<file path="config.mk">
export PLATFORM = sky130hd
export DESIGN_NAME = aabb_collision_pushout_top
export DESIGN_NICKNAME = d
export VERILOG_FILES = /design/src/rtl/core/acp_pkg.sv /design/src/rtl/core/acp_ratio_unit.sv /design/src/rtl/core/aabb_collision_pushout_top.sv
export SDC_FILE = /design/constraint.sdc
export NUM_CORES = 2
export LEC_CHECK = 0
export BUFFER_PORTS_ARGS = -buffer_cell sky130_fd_sc_hd__buf_2
export CAP_MARGIN = 20
export CORE_ASPECT_RATIO = 1.1
export CORE_MARGIN = 3
export CORE_UTILIZATION = 69
export CTS_CLUSTER_DIAMETER = 200
export DETAILED_ROUTE_END_ITERATION = 10
export PLACE_DENSITY = 0.85
export SLEW_MARGIN = 25
export SYNTH_ARGS = -nofsm -noshare
export SYNTH_HDL_FRONTEND = slang
export SYNTH_SLANG_ARGS = --single-unit
</file>
<file path="constraint.sdc">
create_clock -name clk -period 33.2 [get_ports clk]
set_input_delay 1.66 -clock clk [delete_from_list [all_inputs] [get_ports clk]]
set_output_delay 1.66 -clock clk [all_outputs]
set_load 0.02 [all_outputs]
</file>
<file path="src/rtl/core/acp_pkg.sv">
// ----------------------------------------------------------------------------
// acp_pkg
// Shared types and constants for the box collision push-out block.
// ----------------------------------------------------------------------------
package acp_pkg;

    localparam int COORD_WIDTH     = 32;
    localparam int FRAC_BITS       = 16;
    localparam int SIZE_WIDTH      = 31;
    localparam int AXES            = 3;
    localparam int AXIS_WIDTH      = 2;
    localparam int CFG_INDEX_WIDTH = 2;

    localparam int DIFF_WIDTH = COORD_WIDTH + 1;
    localparam int SUM_WIDTH  = SIZE_WIDTH + 1;
    localparam int NP_WIDTH   =
        ((COORD_WIDTH > SIZE_WIDTH + 1) ? COORD_WIDTH : SIZE_WIDTH + 1) + 2;
    localparam int CMP_WIDTH  = NP_WIDTH + 1;

    localparam int EPS_Q = ((1 << FRAC_BITS) + 50) / 100;

    localparam longint COORD_MAX = (longint'(1) <<< (COORD_WIDTH - 1)) - 1;
    localparam longint COORD_MIN = -COORD_MAX - 1;

    localparam logic [SIZE_WIDTH-1:0] SIZE_RESET = SIZE_WIDTH'(1 << FRAC_BITS);

    localparam logic [CFG_INDEX_WIDTH-1:0] CFG_SIZE_X = 2'd0;
    localparam logic [CFG_INDEX_WIDTH-1:0] CFG_SIZE_Y = 2'd1;
    localparam logic [CFG_INDEX_WIDTH-1:0] CFG_SIZE_Z = 2'd2;

    localparam logic [AXIS_WIDTH-1:0] AXIS_X = 2'd0;
    localparam logic [AXIS_WIDTH-1:0] AXIS_Y = 2'd1;
    localparam logic [AXIS_WIDTH-1:0] AXIS_Z = 2'd2;

    localparam logic REQ_LOAD     = 1'b0;
    localparam logic REQ_OBSTACLE = 1'b1;

    typedef struct packed {
        logic                          req_type;
        logic signed [COORD_WIDTH-1:0] center_x;
        logic signed [COORD_WIDTH-1:0] center_y;
        logic signed [COORD_WIDTH-1:0] center_z;
        logic [SIZE_WIDTH-1:0]         extent_x;
        logic [SIZE_WIDTH-1:0]         extent_y;
        logic [SIZE_WIDTH-1:0]         extent_z;
        logic                          is_box;
        logic                          floating_in;
        logic                          frame_last;
    } acp_in_t;

    typedef struct packed {
        logic signed [COORD_WIDTH-1:0] mover_x;
        logic signed [COORD_WIDTH-1:0] mover_y;
        logic signed [COORD_WIDTH-1:0] mover_z;
        logic                          standing_on;
        logic                          pushed_out;
        logic                          floating_out;
        logic                          done_last;
    } acp_out_t;

    typedef enum logic [3:0] {
        S_IDLE,
        S_DIFF,
        S_ABS,
        S_CMP,
        S_CHECK,
        S_MUL_A,
        S_MUL_B,
        S_SEL,
        S_PUSH,
        S_FINISH
    } acp_state_t;

    typedef struct packed {
        logic load_a;
        logic load_b;
    } acp_mul_ctrl_t;

endpackage

</file>
<file path="src/rtl/core/acp_ratio_unit.sv">
// ----------------------------------------------------------------------------
// acp_ratio_unit
// Shared multiplier for the cross-multiplied ratio compare; holds both
// products and flags the first as strictly larger.
// ----------------------------------------------------------------------------
module acp_ratio_unit (
    input  logic                          clk,
    input  acp_pkg::acp_mul_ctrl_t        ctrl,
    input  logic [acp_pkg::SIZE_WIDTH-1:0] op_a,
    input  logic [acp_pkg::SIZE_WIDTH-1:0] op_b,
    output logic                          ratio_gt
);

    localparam int PROD_WIDTH = 2 * acp_pkg::SIZE_WIDTH;

    logic [PROD_WIDTH-1:0] product;
    logic [PROD_WIDTH-1:0] prod_a_reg;
    logic [PROD_WIDTH-1:0] prod_b_reg;

    assign product = PROD_WIDTH'(op_a) * PROD_WIDTH'(op_b);

    always_ff @(posedge clk)
    begin
        if (ctrl.load_a)
        begin
            prod_a_reg <= product;
        end
        if (ctrl.load_b)
        begin
            prod_b_reg <= product;
        end
    end

    assign ratio_gt = prod_a_reg > prod_b_reg;

endmodule

</file>
<file path="src/rtl/core/aabb_collision_pushout_top.sv">
// ----------------------------------------------------------------------------
// aabb_collision_pushout_top
// Pushes one movable box out of a stream of fixed obstacle boxes, Q16.16.
// ----------------------------------------------------------------------------
// One word at a time. A load word and a non-box obstacle go from idle
// straight to the post step. A box obstacle runs a difference, an absolute
// value and a compare step per axis for the overlap test, then a check step;
// on full overlap, per axis, it forms the two products in turn on the shared
// multiplier and runs a select step for the distance-to-size ratio compare,
// then a push step, and last it posts the result and goes back to idle. A
// stalled result holds the sequencer in the post step. The result waits in an
// output register, so the next word is taken once the sequencer is in idle.
module aabb_collision_pushout_top (
    input  logic                               clk,
    input  logic                               rst_n,
    input  logic                               in_valid,
    output logic                               in_stall,
    input  acp_pkg::acp_in_t                   in_data,
    output logic                               out_valid,
    input  logic                               out_stall,
    output acp_pkg::acp_out_t                  out_data,
    input  logic                               cfg_wen,
    input  logic [acp_pkg::CFG_INDEX_WIDTH-1:0] cfg_index,
    input  logic [acp_pkg::SIZE_WIDTH-1:0]      cfg_wdata
);

    localparam int CW = acp_pkg::COORD_WIDTH;
    localparam int SW = acp_pkg::SIZE_WIDTH;

    acp_pkg::acp_state_t state_reg;
    acp_pkg::acp_state_t state_next;

    acp_pkg::acp_in_t  in_reg;
    acp_pkg::acp_out_t out_data_reg;
    logic              out_valid_reg;

    logic signed [CW-1:0]                  mover_pos_reg [acp_pkg::AXES];
    logic [SW-1:0]                         mover_size_reg [acp_pkg::AXES];
    logic                                  floating_reg;
    logic                                  any_support_reg;

    logic [acp_pkg::AXIS_WIDTH-1:0]        ax_reg;
    logic [acp_pkg::AXIS_WIDTH-1:0]        best_reg;
    logic                                  best_inf_reg;
    logic [SW-1:0]                         best_d_reg;
    logic [SW-1:0]                         best_s_reg;
    logic signed [acp_pkg::DIFF_WIDTH-1:0] diff_reg;
    logic [acp_pkg::DIFF_WIDTH-1:0]        d_reg [acp_pkg::AXES];
    logic [acp_pkg::SUM_WIDTH-1:0]         sum_reg [acp_pkg::AXES];
    logic [acp_pkg::AXES-1:0]              neg_reg;
    logic [acp_pkg::AXES-1:0]              ovl_reg;
    logic                                  gap_reg;
    logic                                  standing_reg;
    logic                                  pushed_reg;
    logic                                  last_reg;

    logic                                  in_accept;
    logic                                  out_free;
    logic signed [CW-1:0]                  cur_center;
    logic [SW-1:0]                         cur_extent;
    logic [SW-1:0]                         d_small;
    logic signed [acp_pkg::DIFF_WIDTH-1:0] diff_calc;
    logic [acp_pkg::CMP_WIDTH-1:0]         twice_d;
    logic [acp_pkg::CMP_WIDTH-1:0]         sum_ext;
    logic [acp_pkg::SUM_WIDTH:0]           half;
    logic signed [acp_pkg::NP_WIDTH-1:0]   np;
    logic signed [CW-1:0]                  np_sat;
    logic                                  take_inf;
    logic                                  take_ratio;
    logic [acp_pkg::AXIS_WIDTH-1:0]        best_sel;
    logic                                  support_fin;
    logic                                  floating_fin;

    acp_pkg::acp_mul_ctrl_t                mul_ctrl;
    logic [SW-1:0]                         mul_a;
    logic [SW-1:0]                         mul_b;
    logic                                  ratio_gt;

    acp_ratio_unit u_ratio (
        .clk      (clk),
        .ctrl     (mul_ctrl),
        .op_a     (mul_a),
        .op_b     (mul_b),
        .ratio_gt (ratio_gt)
    );

    assign in_accept = in_valid && !in_stall;
    assign out_free  = !out_valid_reg || !out_stall;
    assign out_valid = out_valid_reg;
    assign out_data  = out_data_reg;

    always_comb
    begin
        case (ax_reg)
            acp_pkg::AXIS_X:
            begin
                cur_center = in_reg.center_x;
                cur_extent = in_reg.extent_x;
            end
            acp_pkg::AXIS_Y:
            begin
                cur_center = in_reg.center_y;
                cur_extent = in_reg.extent_y;
            end
            default:
            begin
                cur_center = in_reg.center_z;
                cur_extent = in_reg.extent_z;
            end
        endcase
    end

    assign d_small   = SW'(d_reg[ax_reg]);
    assign diff_calc = acp_pkg::DIFF_WIDTH'(cur_center) -
                       acp_pkg::DIFF_WIDTH'(mover_pos_reg[ax_reg]);
    assign twice_d   = acp_pkg::CMP_WIDTH'({d_reg[ax_reg], 1'b0});
    assign sum_ext   = acp_pkg::CMP_WIDTH'(sum_reg[ax_reg]);
    assign half      = (acp_pkg::SUM_WIDTH'(sum_reg[ax_reg]) + 1'b1) >> 1;

    always_comb
    begin
        if (neg_reg[ax_reg])
        begin
            np = acp_pkg::NP_WIDTH'(cur_center) +
                 $signed(acp_pkg::NP_WIDTH'(half));
        end
        else
        begin
            np = acp_pkg::NP_WIDTH'(cur_center) -
                 $signed(acp_pkg::NP_WIDTH'(half));
        end
        if (np > acp_pkg::NP_WIDTH'(acp_pkg::COORD_MAX))
        begin
            np_sat = CW'(acp_pkg::COORD_MAX);
        end
        else if (np < acp_pkg::NP_WIDTH'(acp_pkg::COORD_MIN))
        begin
            np_sat = CW'(acp_pkg::COORD_MIN);
        end
        else
        begin
            np_sat = CW'(np);
        end
    end

    assign take_inf   = (cur_extent == '0) && !best_inf_reg;
    assign take_ratio = (cur_extent != '0) && !best_inf_reg && ratio_gt;
    assign best_sel   = (take_inf || take_ratio) ? ax_reg : best_reg;

    assign support_fin  = any_support_reg || standing_reg;
    assign floating_fin = floating_reg || (last_reg && !support_fin);

    // next state
    always_comb
    begin
        state_next = state_reg;
        case (state_reg)
            acp_pkg::S_IDLE:
            begin
                if (in_accept)
                begin
                    if (in_data.req_type == acp_pkg::REQ_OBSTACLE && in_data.is_box)
                    begin
                        state_next = acp_pkg::S_DIFF;
                    end
                    else
                    begin
                        state_next = acp_pkg::S_FINISH;
                    end
                end
            end
            acp_pkg::S_DIFF:  state_next = acp_pkg::S_ABS;
            acp_pkg::S_ABS:   state_next = acp_pkg::S_CMP;
            acp_pkg::S_CMP:
            begin
                state_next = (ax_reg == acp_pkg::AXIS_Z) ? acp_pkg::S_CHECK
                                                         : acp_pkg::S_DIFF;
            end
            acp_pkg::S_CHECK:
            begin
                state_next = (&ovl_reg) ? acp_pkg::S_MUL_A : acp_pkg::S_FINISH;
            end
            acp_pkg::S_MUL_A: state_next = acp_pkg::S_MUL_B;
            acp_pkg::S_MUL_B: state_next = acp_pkg::S_SEL;
            acp_pkg::S_SEL:
            begin
                state_next = (ax_reg == acp_pkg::AXIS_Z) ? acp_pkg::S_PUSH
                                                         : acp_pkg::S_MUL_A;
            end
            acp_pkg::S_PUSH:  state_next = acp_pkg::S_FINISH;
            acp_pkg::S_FINISH:
            begin
                if (out_free)
                begin
                    state_next = acp_pkg::S_IDLE;
                end
            end
            default:          state_next = acp_pkg::S_IDLE;
        endcase
    end

    // outputs
    always_comb
    begin
        in_stall        = 1'b1;
        mul_ctrl.load_a = 1'b0;
        mul_ctrl.load_b = 1'b0;
        mul_a           = d_small;
        mul_b           = best_s_reg;
        case (state_reg)
            acp_pkg::S_IDLE:  in_stall = 1'b0;
            acp_pkg::S_MUL_A: mul_ctrl.load_a = 1'b1;
            acp_pkg::S_MUL_B:
            begin
                mul_ctrl.load_b = 1'b1;
                mul_a           = best_d_reg;
                mul_b           = cur_extent;
            end
            default:          in_stall = 1'b1;
        endcase
    end

    always_ff @(posedge clk or negedge rst_n)
    begin
        if (!rst_n)
        begin
            state_reg       <= acp_pkg::S_IDLE;
            out_valid_reg   <= 1'b0;
            floating_reg    <= 1'b0;
            any_support_reg <= 1'b0;
            ax_reg          <= acp_pkg::AXIS_X;
            best_reg        <= acp_pkg::AXIS_X;
            best_inf_reg    <= 1'b0;
            neg_reg         <= '0;
            ovl_reg         <= '0;
            gap_reg         <= 1'b0;
            standing_reg    <= 1'b0;
            pushed_reg      <= 1'b0;
            last_reg        <= 1'b0;
            for (int i = 0; i < acp_pkg::AXES; i++)
            begin
                mover_pos_reg[i]  <= '0;
                mover_size_reg[i] <= acp_pkg::SIZE_RESET;
            end
        end
        else
        begin
            state_reg <= state_next;
            if (state_reg == acp_pkg::S_FINISH && out_free)
            begin
                out_valid_reg <= 1'b1;
            end
            else if (out_valid_reg && !out_stall)
            begin
                out_valid_reg <= 1'b0;
            end
            if (cfg_wen)
            begin
                case (cfg_index)
                    acp_pkg::CFG_SIZE_X: mover_size_reg[0] <= cfg_wdata;
                    acp_pkg::CFG_SIZE_Y: mover_size_reg[1] <= cfg_wdata;
                    acp_pkg::CFG_SIZE_Z: mover_size_reg[2] <= cfg_wdata;
                    default:             ;
                endcase
            end
            case (state_reg)
                acp_pkg::S_IDLE:
                begin
                    if (in_accept)
                    begin
                        ax_reg       <= acp_pkg::AXIS_X;
                        standing_reg <= 1'b0;
                        pushed_reg   <= 1'b0;
                        last_reg     <= (in_data.req_type == acp_pkg::REQ_OBSTACLE) &&
                                        in_data.frame_last;
                        if (in_data.req_type == acp_pkg::REQ_LOAD)
                        begin
                            mover_pos_reg[0] <= in_data.center_x;
                            mover_pos_reg[1] <= in_data.center_y;
                            mover_pos_reg[2] <= in_data.center_z;
                            floating_reg     <= in_data.floating_in;
                            any_support_reg  <= 1'b0;
                        end
                    end
                end
                acp_pkg::S_ABS:
                begin
                    neg_reg[ax_reg] <= diff_reg[acp_pkg::DIFF_WIDTH-1];
                end
                acp_pkg::S_CMP:
                begin
                    ovl_reg[ax_reg] <= twice_d < sum_ext;
                    if (ax_reg == acp_pkg::AXIS_Y)
                    begin
                        gap_reg <= twice_d < sum_ext +
                                   acp_pkg::CMP_WIDTH'(2 * acp_pkg::EPS_Q);
                    end
                    if (ax_reg != acp_pkg::AXIS_Z)
                    begin
                        ax_reg <= ax_reg + 1'b1;
                    end
                end
                acp_pkg::S_CHECK:
                begin
                    ax_reg       <= acp_pkg::AXIS_X;
                    best_reg     <= acp_pkg::AXIS_X;
                    best_inf_reg <= 1'b0;
                    standing_reg <= ovl_reg[0] && !ovl_reg[1] && ovl_reg[2] && gap_reg;
                end
                acp_pkg::S_SEL:
                begin
                    best_reg <= best_sel;
                    if (take_inf)
                    begin
                        best_inf_reg <= 1'b1;
                    end
                    ax_reg <= (ax_reg == acp_pkg::AXIS_Z) ? best_sel : ax_reg + 1'b1;
                end
                acp_pkg::S_PUSH:
                begin
                    mover_pos_reg[ax_reg] <= np_sat;
                    pushed_reg            <= 1'b1;
                    if (floating_reg)
                    begin
                        floating_reg <= 1'b0;
                        standing_reg <= 1'b1;
                    end
                end
                acp_pkg::S_FINISH:
                begin
                    if (out_free)
                    begin
                        floating_reg    <= floating_fin;
                        any_support_reg <= support_fin && !last_reg;
                    end
                end
                default: ;
            endcase
        end
    end

    always_ff @(posedge clk)
    begin
        case (state_reg)
            acp_pkg::S_IDLE:
            begin
                if (in_accept)
                begin
                    in_reg <= in_data;
                end
            end
            acp_pkg::S_DIFF:
            begin
                diff_reg        <= diff_calc;
                sum_reg[ax_reg] <= acp_pkg::SUM_WIDTH'(cur_extent) +
                                   acp_pkg::SUM_WIDTH'(mover_size_reg[ax_reg]);
            end
            acp_pkg::S_ABS:
            begin
                d_reg[ax_reg] <= diff_reg[acp_pkg::DIFF_WIDTH-1] ?
                                 acp_pkg::DIFF_WIDTH'(-diff_reg) :
                                 acp_pkg::DIFF_WIDTH'(diff_reg);
            end
            acp_pkg::S_CHECK:
            begin
                best_d_reg <= '0;
                best_s_reg <= SW'(1);
            end
            acp_pkg::S_SEL:
            begin
                if (take_ratio)
                begin
                    best_d_reg <= d_small;
                    best_s_reg <= cur_extent;
                end
            end
            acp_pkg::S_FINISH:
            begin
                if (out_free)
                begin
                    out_data_reg.mover_x      <= mover_pos_reg[0];
                    out_data_reg.mover_y      <= mover_pos_reg[1];
                    out_data_reg.mover_z      <= mover_pos_reg[2];
                    out_data_reg.standing_on  <= standing_reg;
                    out_data_reg.pushed_out   <= pushed_reg;
                    out_data_reg.floating_out <= floating_fin;
                    out_data_reg.done_last    <= last_reg;
                end
            end
            default: ;
        endcase
    end

`ifndef SYNTHESIS
    a_busy_after_accept: assert property (@(posedge clk) disable iff (!rst_n)
        in_accept |=> state_reg != acp_pkg::S_IDLE)
        else $error("sequencer idle right after taking a word");

    a_post_from_finish: assert property (@(posedge clk) disable iff (!rst_n)
        $rose(out_valid_reg) |-> $past(state_reg == acp_pkg::S_FINISH))
        else $error("result posted outside the finish step");

    a_ratio_on_overlap: assert property (@(posedge clk) disable iff (!rst_n)
        (state_reg == acp_pkg::S_MUL_A || state_reg == acp_pkg::S_MUL_B ||
         state_reg == acp_pkg::S_SEL || state_reg == acp_pkg::S_PUSH) |-> (&ovl_reg))
        else $error("axis selection without full overlap");

    a_push_lands: assert property (@(posedge clk) disable iff (!rst_n)
        (out_valid_reg && out_data_reg.pushed_out && out_data_reg.standing_on)
        |-> !out_data_reg.floating_out)
        else $error("landing push-out left the mover floating");
`endif

endmodule
</file>
==> summary.md <==
| Metric | Value |
|---|---|
| Status | complete, but fails checks |
| Violated checks | design-rule violations |
| HP Class | flop to flop |
| Filler cell count | 7,088 |
| Unique masters post-synth | 93 |
| Syn nets | 8,875 |
| Site Rows | 126 |
| CTS Hold Bufs | 0 |
| Final Hold Violating Endpoints | 0 |
| TritonCTS Buffers | 91 |
| Dpl hpwl | 178,000 µm |
| Max-slew violation count | 0 |
| Hold Crit Depth | 0 |
| Final setup fails | 0 |
| FF+latch count, synth | 914 |
| Total track usage | 42.6% |
| Synth Instances | 7,319 |
| Residual DRC | 1 |
| Largest net degree at the start of global routing | 97 |
| Core area | 108,000 µm² |
| Root buffer cell | clkbuf_16 |
| Clock skew | 0.0389 ns |
| Largest register FFs | 189 |
| Most frequent cells in the layout | inv_1, nor2_1, fa_1 |
| Slew margin rel. | 23.1% |
| FF-to-FF Start | ax_reg[0] |
| CP Class | flop to flop |
| Vias in the first global route | 60,485 |
| Register area share after synthesis | 35.0% |
| Hold path startpoint | standing_reg |
| ANT nets after route | 0 |
| Slew @ Worst Pin | 1.15 ns |
| Synth Warn # | 0 |
| First-pass GRT wire length | 361,000 µm |
| Post-CTS resize count | 0 |
| Largest stage delay, worst path | 1.03 ns |
| CP Capture Type | flop |
| Clock slew seen by the registers of the worst setup and hold paths | 0.07 ns |
| Worst path required time | 33.64 ns |
| Top FF cell, synth | edfxtp_1 |
| Post-Route WL | 240,000 µm |
| Bufs and invs on worst path | 6 |
| Crit-path leading delay family | adder cells |
| Mean Syn Cell Area | 10.3 µm² |
| Initial antenna violation count | 13 |
| Die extent in y | 353 µm |
| Synthesized area | 75,300 µm² |
| Area Growth Syn to Fin | 9.34% |
| Maximum level of the CTS H-tree | 3 |
| DRT Pass-1 Iters | 9 |
| RSZ-0062 raised after global routing | false |
| CP max FO | 55 |
| Nets | 9,168 |
| Peak Freq | 0.0800 GHz |
| RePlAce Congestion | 1.01 |
| Via density | 6.43 |
| Clk sinks | 914 |
| Vias post-DR | 58,582 |
| Max_cap viols | 0 |
| Layout cell share with drive strength beyond 1 | 11.5% |
| Starting Density | 69.9% |
| Drt first-iter violations | 7,423 |
| Worst-skew pair later-pin latency | 0.71 ns |
| Die Wd | 321 µm |
| Fin crit period | 12.50 ns |
| Ports | 333 |
| Commonest non-fill, non-tap cell in the layout | inv_1 |
| Postcts setup bufs | 0 |
| End of the worst register-to-register path | u_ratio.prod_a_reg[61] |
| Crit path DAT | 12.94 ns |
| Worst-case reg-to-reg path depth | 31 |
| CTS tree | yes |
| Critical Path Start | ax_reg[0] |
| Flop-to-flop setup slack | 20.70 ns |
| Critical path's most frequent cell | fa_1 |
| Crit share post-route | 37.7% |
| Critical path's slowest cell | dfrtp_4 |
| EDFF count, synth | 703 |
| Number of port buffers | 332 |
| Async SR Flop Fraction | 23.1% |
| CTS max path bufs | 3 |
| Routed wire per std cell | 26.3 µm |
| Hold Path Sink | out_data[3] |
| Worst Setup Start Kind | flop |
| Setup_tns | 0 ns |
| Die ar. | 113,000 µm² |
| Congestion Overflow GR | 0 |
metrics by stage:
| stage | worst slack (ns) | hold slack, ns | std cells | utilization, % | area, µm² |
|---|---|---|---|---|---|
| after floorplan | 22.15 | 0.425 | 7319 | - | 75300 |
| after global placement | 21.28 | 0.455 | 8925 | 73.3 | 79100 |
| after detailed placement | 21.02 | 0.460 | 8925 | 73.3 | 79100 |
| after CTS | 20.93 | 0.460 | 9096 | 76.3 | 82300 |
| after global routing | 20.27 | 0.468 | 9100 | 76.4 | 82300 |
| final | 20.70 | 0.458 | 9111 | 76.4 | 82400 |
metal layers:
| layer | global-route usage, % | share of wire [%] |
|---|---|---|
| met1 | 51.4 | 34 |
| met2 | 66.9 | 46 |
| met3 | 11.4 | 11 |
| met4 | 29.6 | 8.8 |
| met5 | 0 | 0.018 |
cells by family (layout without fill, tap and decap cells):
| family | count (synthesis) | after routing | share of synthesized area, % |
|---|---|---|---|
| adder cells (fa/ha/maj) | 1325 | 1325 | 30.4 |
| AO/OA/AOI/OAI | 1178 | 1178 | 9.40 |
| buffers and inverters | 1340 | 1711 | 6.85 |
| flip-flops | 914 | 914 | 35.0 |
| XOR/XNOR | 262 | 262 | 3.05 |
| multiplexers | 253 | 253 | 3.64 |
| AND/OR/NAND/NOR | 2047 | 2047 | 11.6 |
| other | 0 | 13 | 0 |
final cells by class:
cell class / count / area (µm²) / area share, %
sequential: 914 / 26400 / 32.1
clock inverter: 52 / 657 / 0.797
inverter: 1037 / 3910 / 4.75
multi-input combinational: 5065 / 44100 / 53.5
antenna: 13 / 32.5 / 0.0395
clock buffer: 119 / 2510 / 3.04
tap: 1408 / 1760 / 2.14
timing repair buffer: 503 / 3000 / 3.64
worst max-delay path by stage:
stage,cells after the start,end,slack [ns]
2_1_floorplan,34,u_ratio.prod_a_reg[61],22.15
3_3_place_gp,38,u_ratio.prod_a_reg[61],21.28
3_5_place_dp,32,u_ratio.prod_a_reg[61],21.02
4_1_cts,32,u_ratio.prod_a_reg[61],20.93
5_1_grt,32,u_ratio.prod_b_reg[61],20.27
6_report,31,u_ratio.prod_a_reg[61],20.70
worst reg2reg max path, delay by kind of cell, from the launching register on:
kind / cells / cell delay, ns
buf+inv: 6 / 1.25
xor+xnor: 1 / 0.15
simple gates: 4 / 1.50
compound gates: 11 / 3.61
fa+ha+maj: 9 / 4.73
flops: 1 / 1.03
synth_stat cells (10+ instances only):
| master | instances | area, µm² |
|---|---|---|
| a211oi_1 | 20 | 150 |
| a21boi_0 | 23 | 173 |
| a21boi_1 | 39 | 293 |
| a21o_1 | 101 | 758 |
| a21oi_1 | 410 | 2050 |
| a31oi_1 | 31 | 194 |
| and2_1 | 20 | 125 |
| and3_1 | 31 | 194 |
| and4_1 | 12 | 105 |
| buf_1 | 24 | 90.1 |
| buf_2 | 13 | 65.1 |
| buf_6 | 10 | 113 |
| clkbuf_1 | 250 | 938 |
| dfrtp_1 | 208 | 5200 |
| edfxtp_1 | 703 | 21100 |
| fa_1 | 840 | 16800 |
| ha_1 | 485 | 6070 |
| inv_1 | 1032 | 3870 |
| mux2_2 | 114 | 1280 |
| mux2i_1 | 116 | 1160 |
| mux2i_2 | 13 | 179 |
| nand2_1 | 725 | 2720 |
| nand2b_1 | 31 | 194 |
| nand3_1 | 47 | 235 |
| nand3b_1 | 12 | 90.1 |
| nand4_1 | 48 | 300 |
| nor2_1 | 921 | 3460 |
| nor2b_1 | 69 | 432 |
| nor3_1 | 40 | 200 |
| nor4_1 | 20 | 125 |
| o211ai_1 | 18 | 135 |
| o21a_1 | 37 | 278 |
| o21ai_0 | 264 | 1320 |
| o21ai_1 | 26 | 130 |
| o21bai_1 | 20 | 150 |
| o22ai_1 | 98 | 613 |
| o31ai_1 | 10 | 75.1 |
| o41ai_1 | 12 | 105 |
| or2_2 | 19 | 119 |
| or3_1 | 14 | 87.6 |
| or4_1 | 13 | 97.6 |
| xnor2_1 | 186 | 1630 |
| xor2_1 | 76 | 666 |
Power is not shown: default switching activity piles up to over one toggle a cycle in this logic, so the estimate is an artifact.
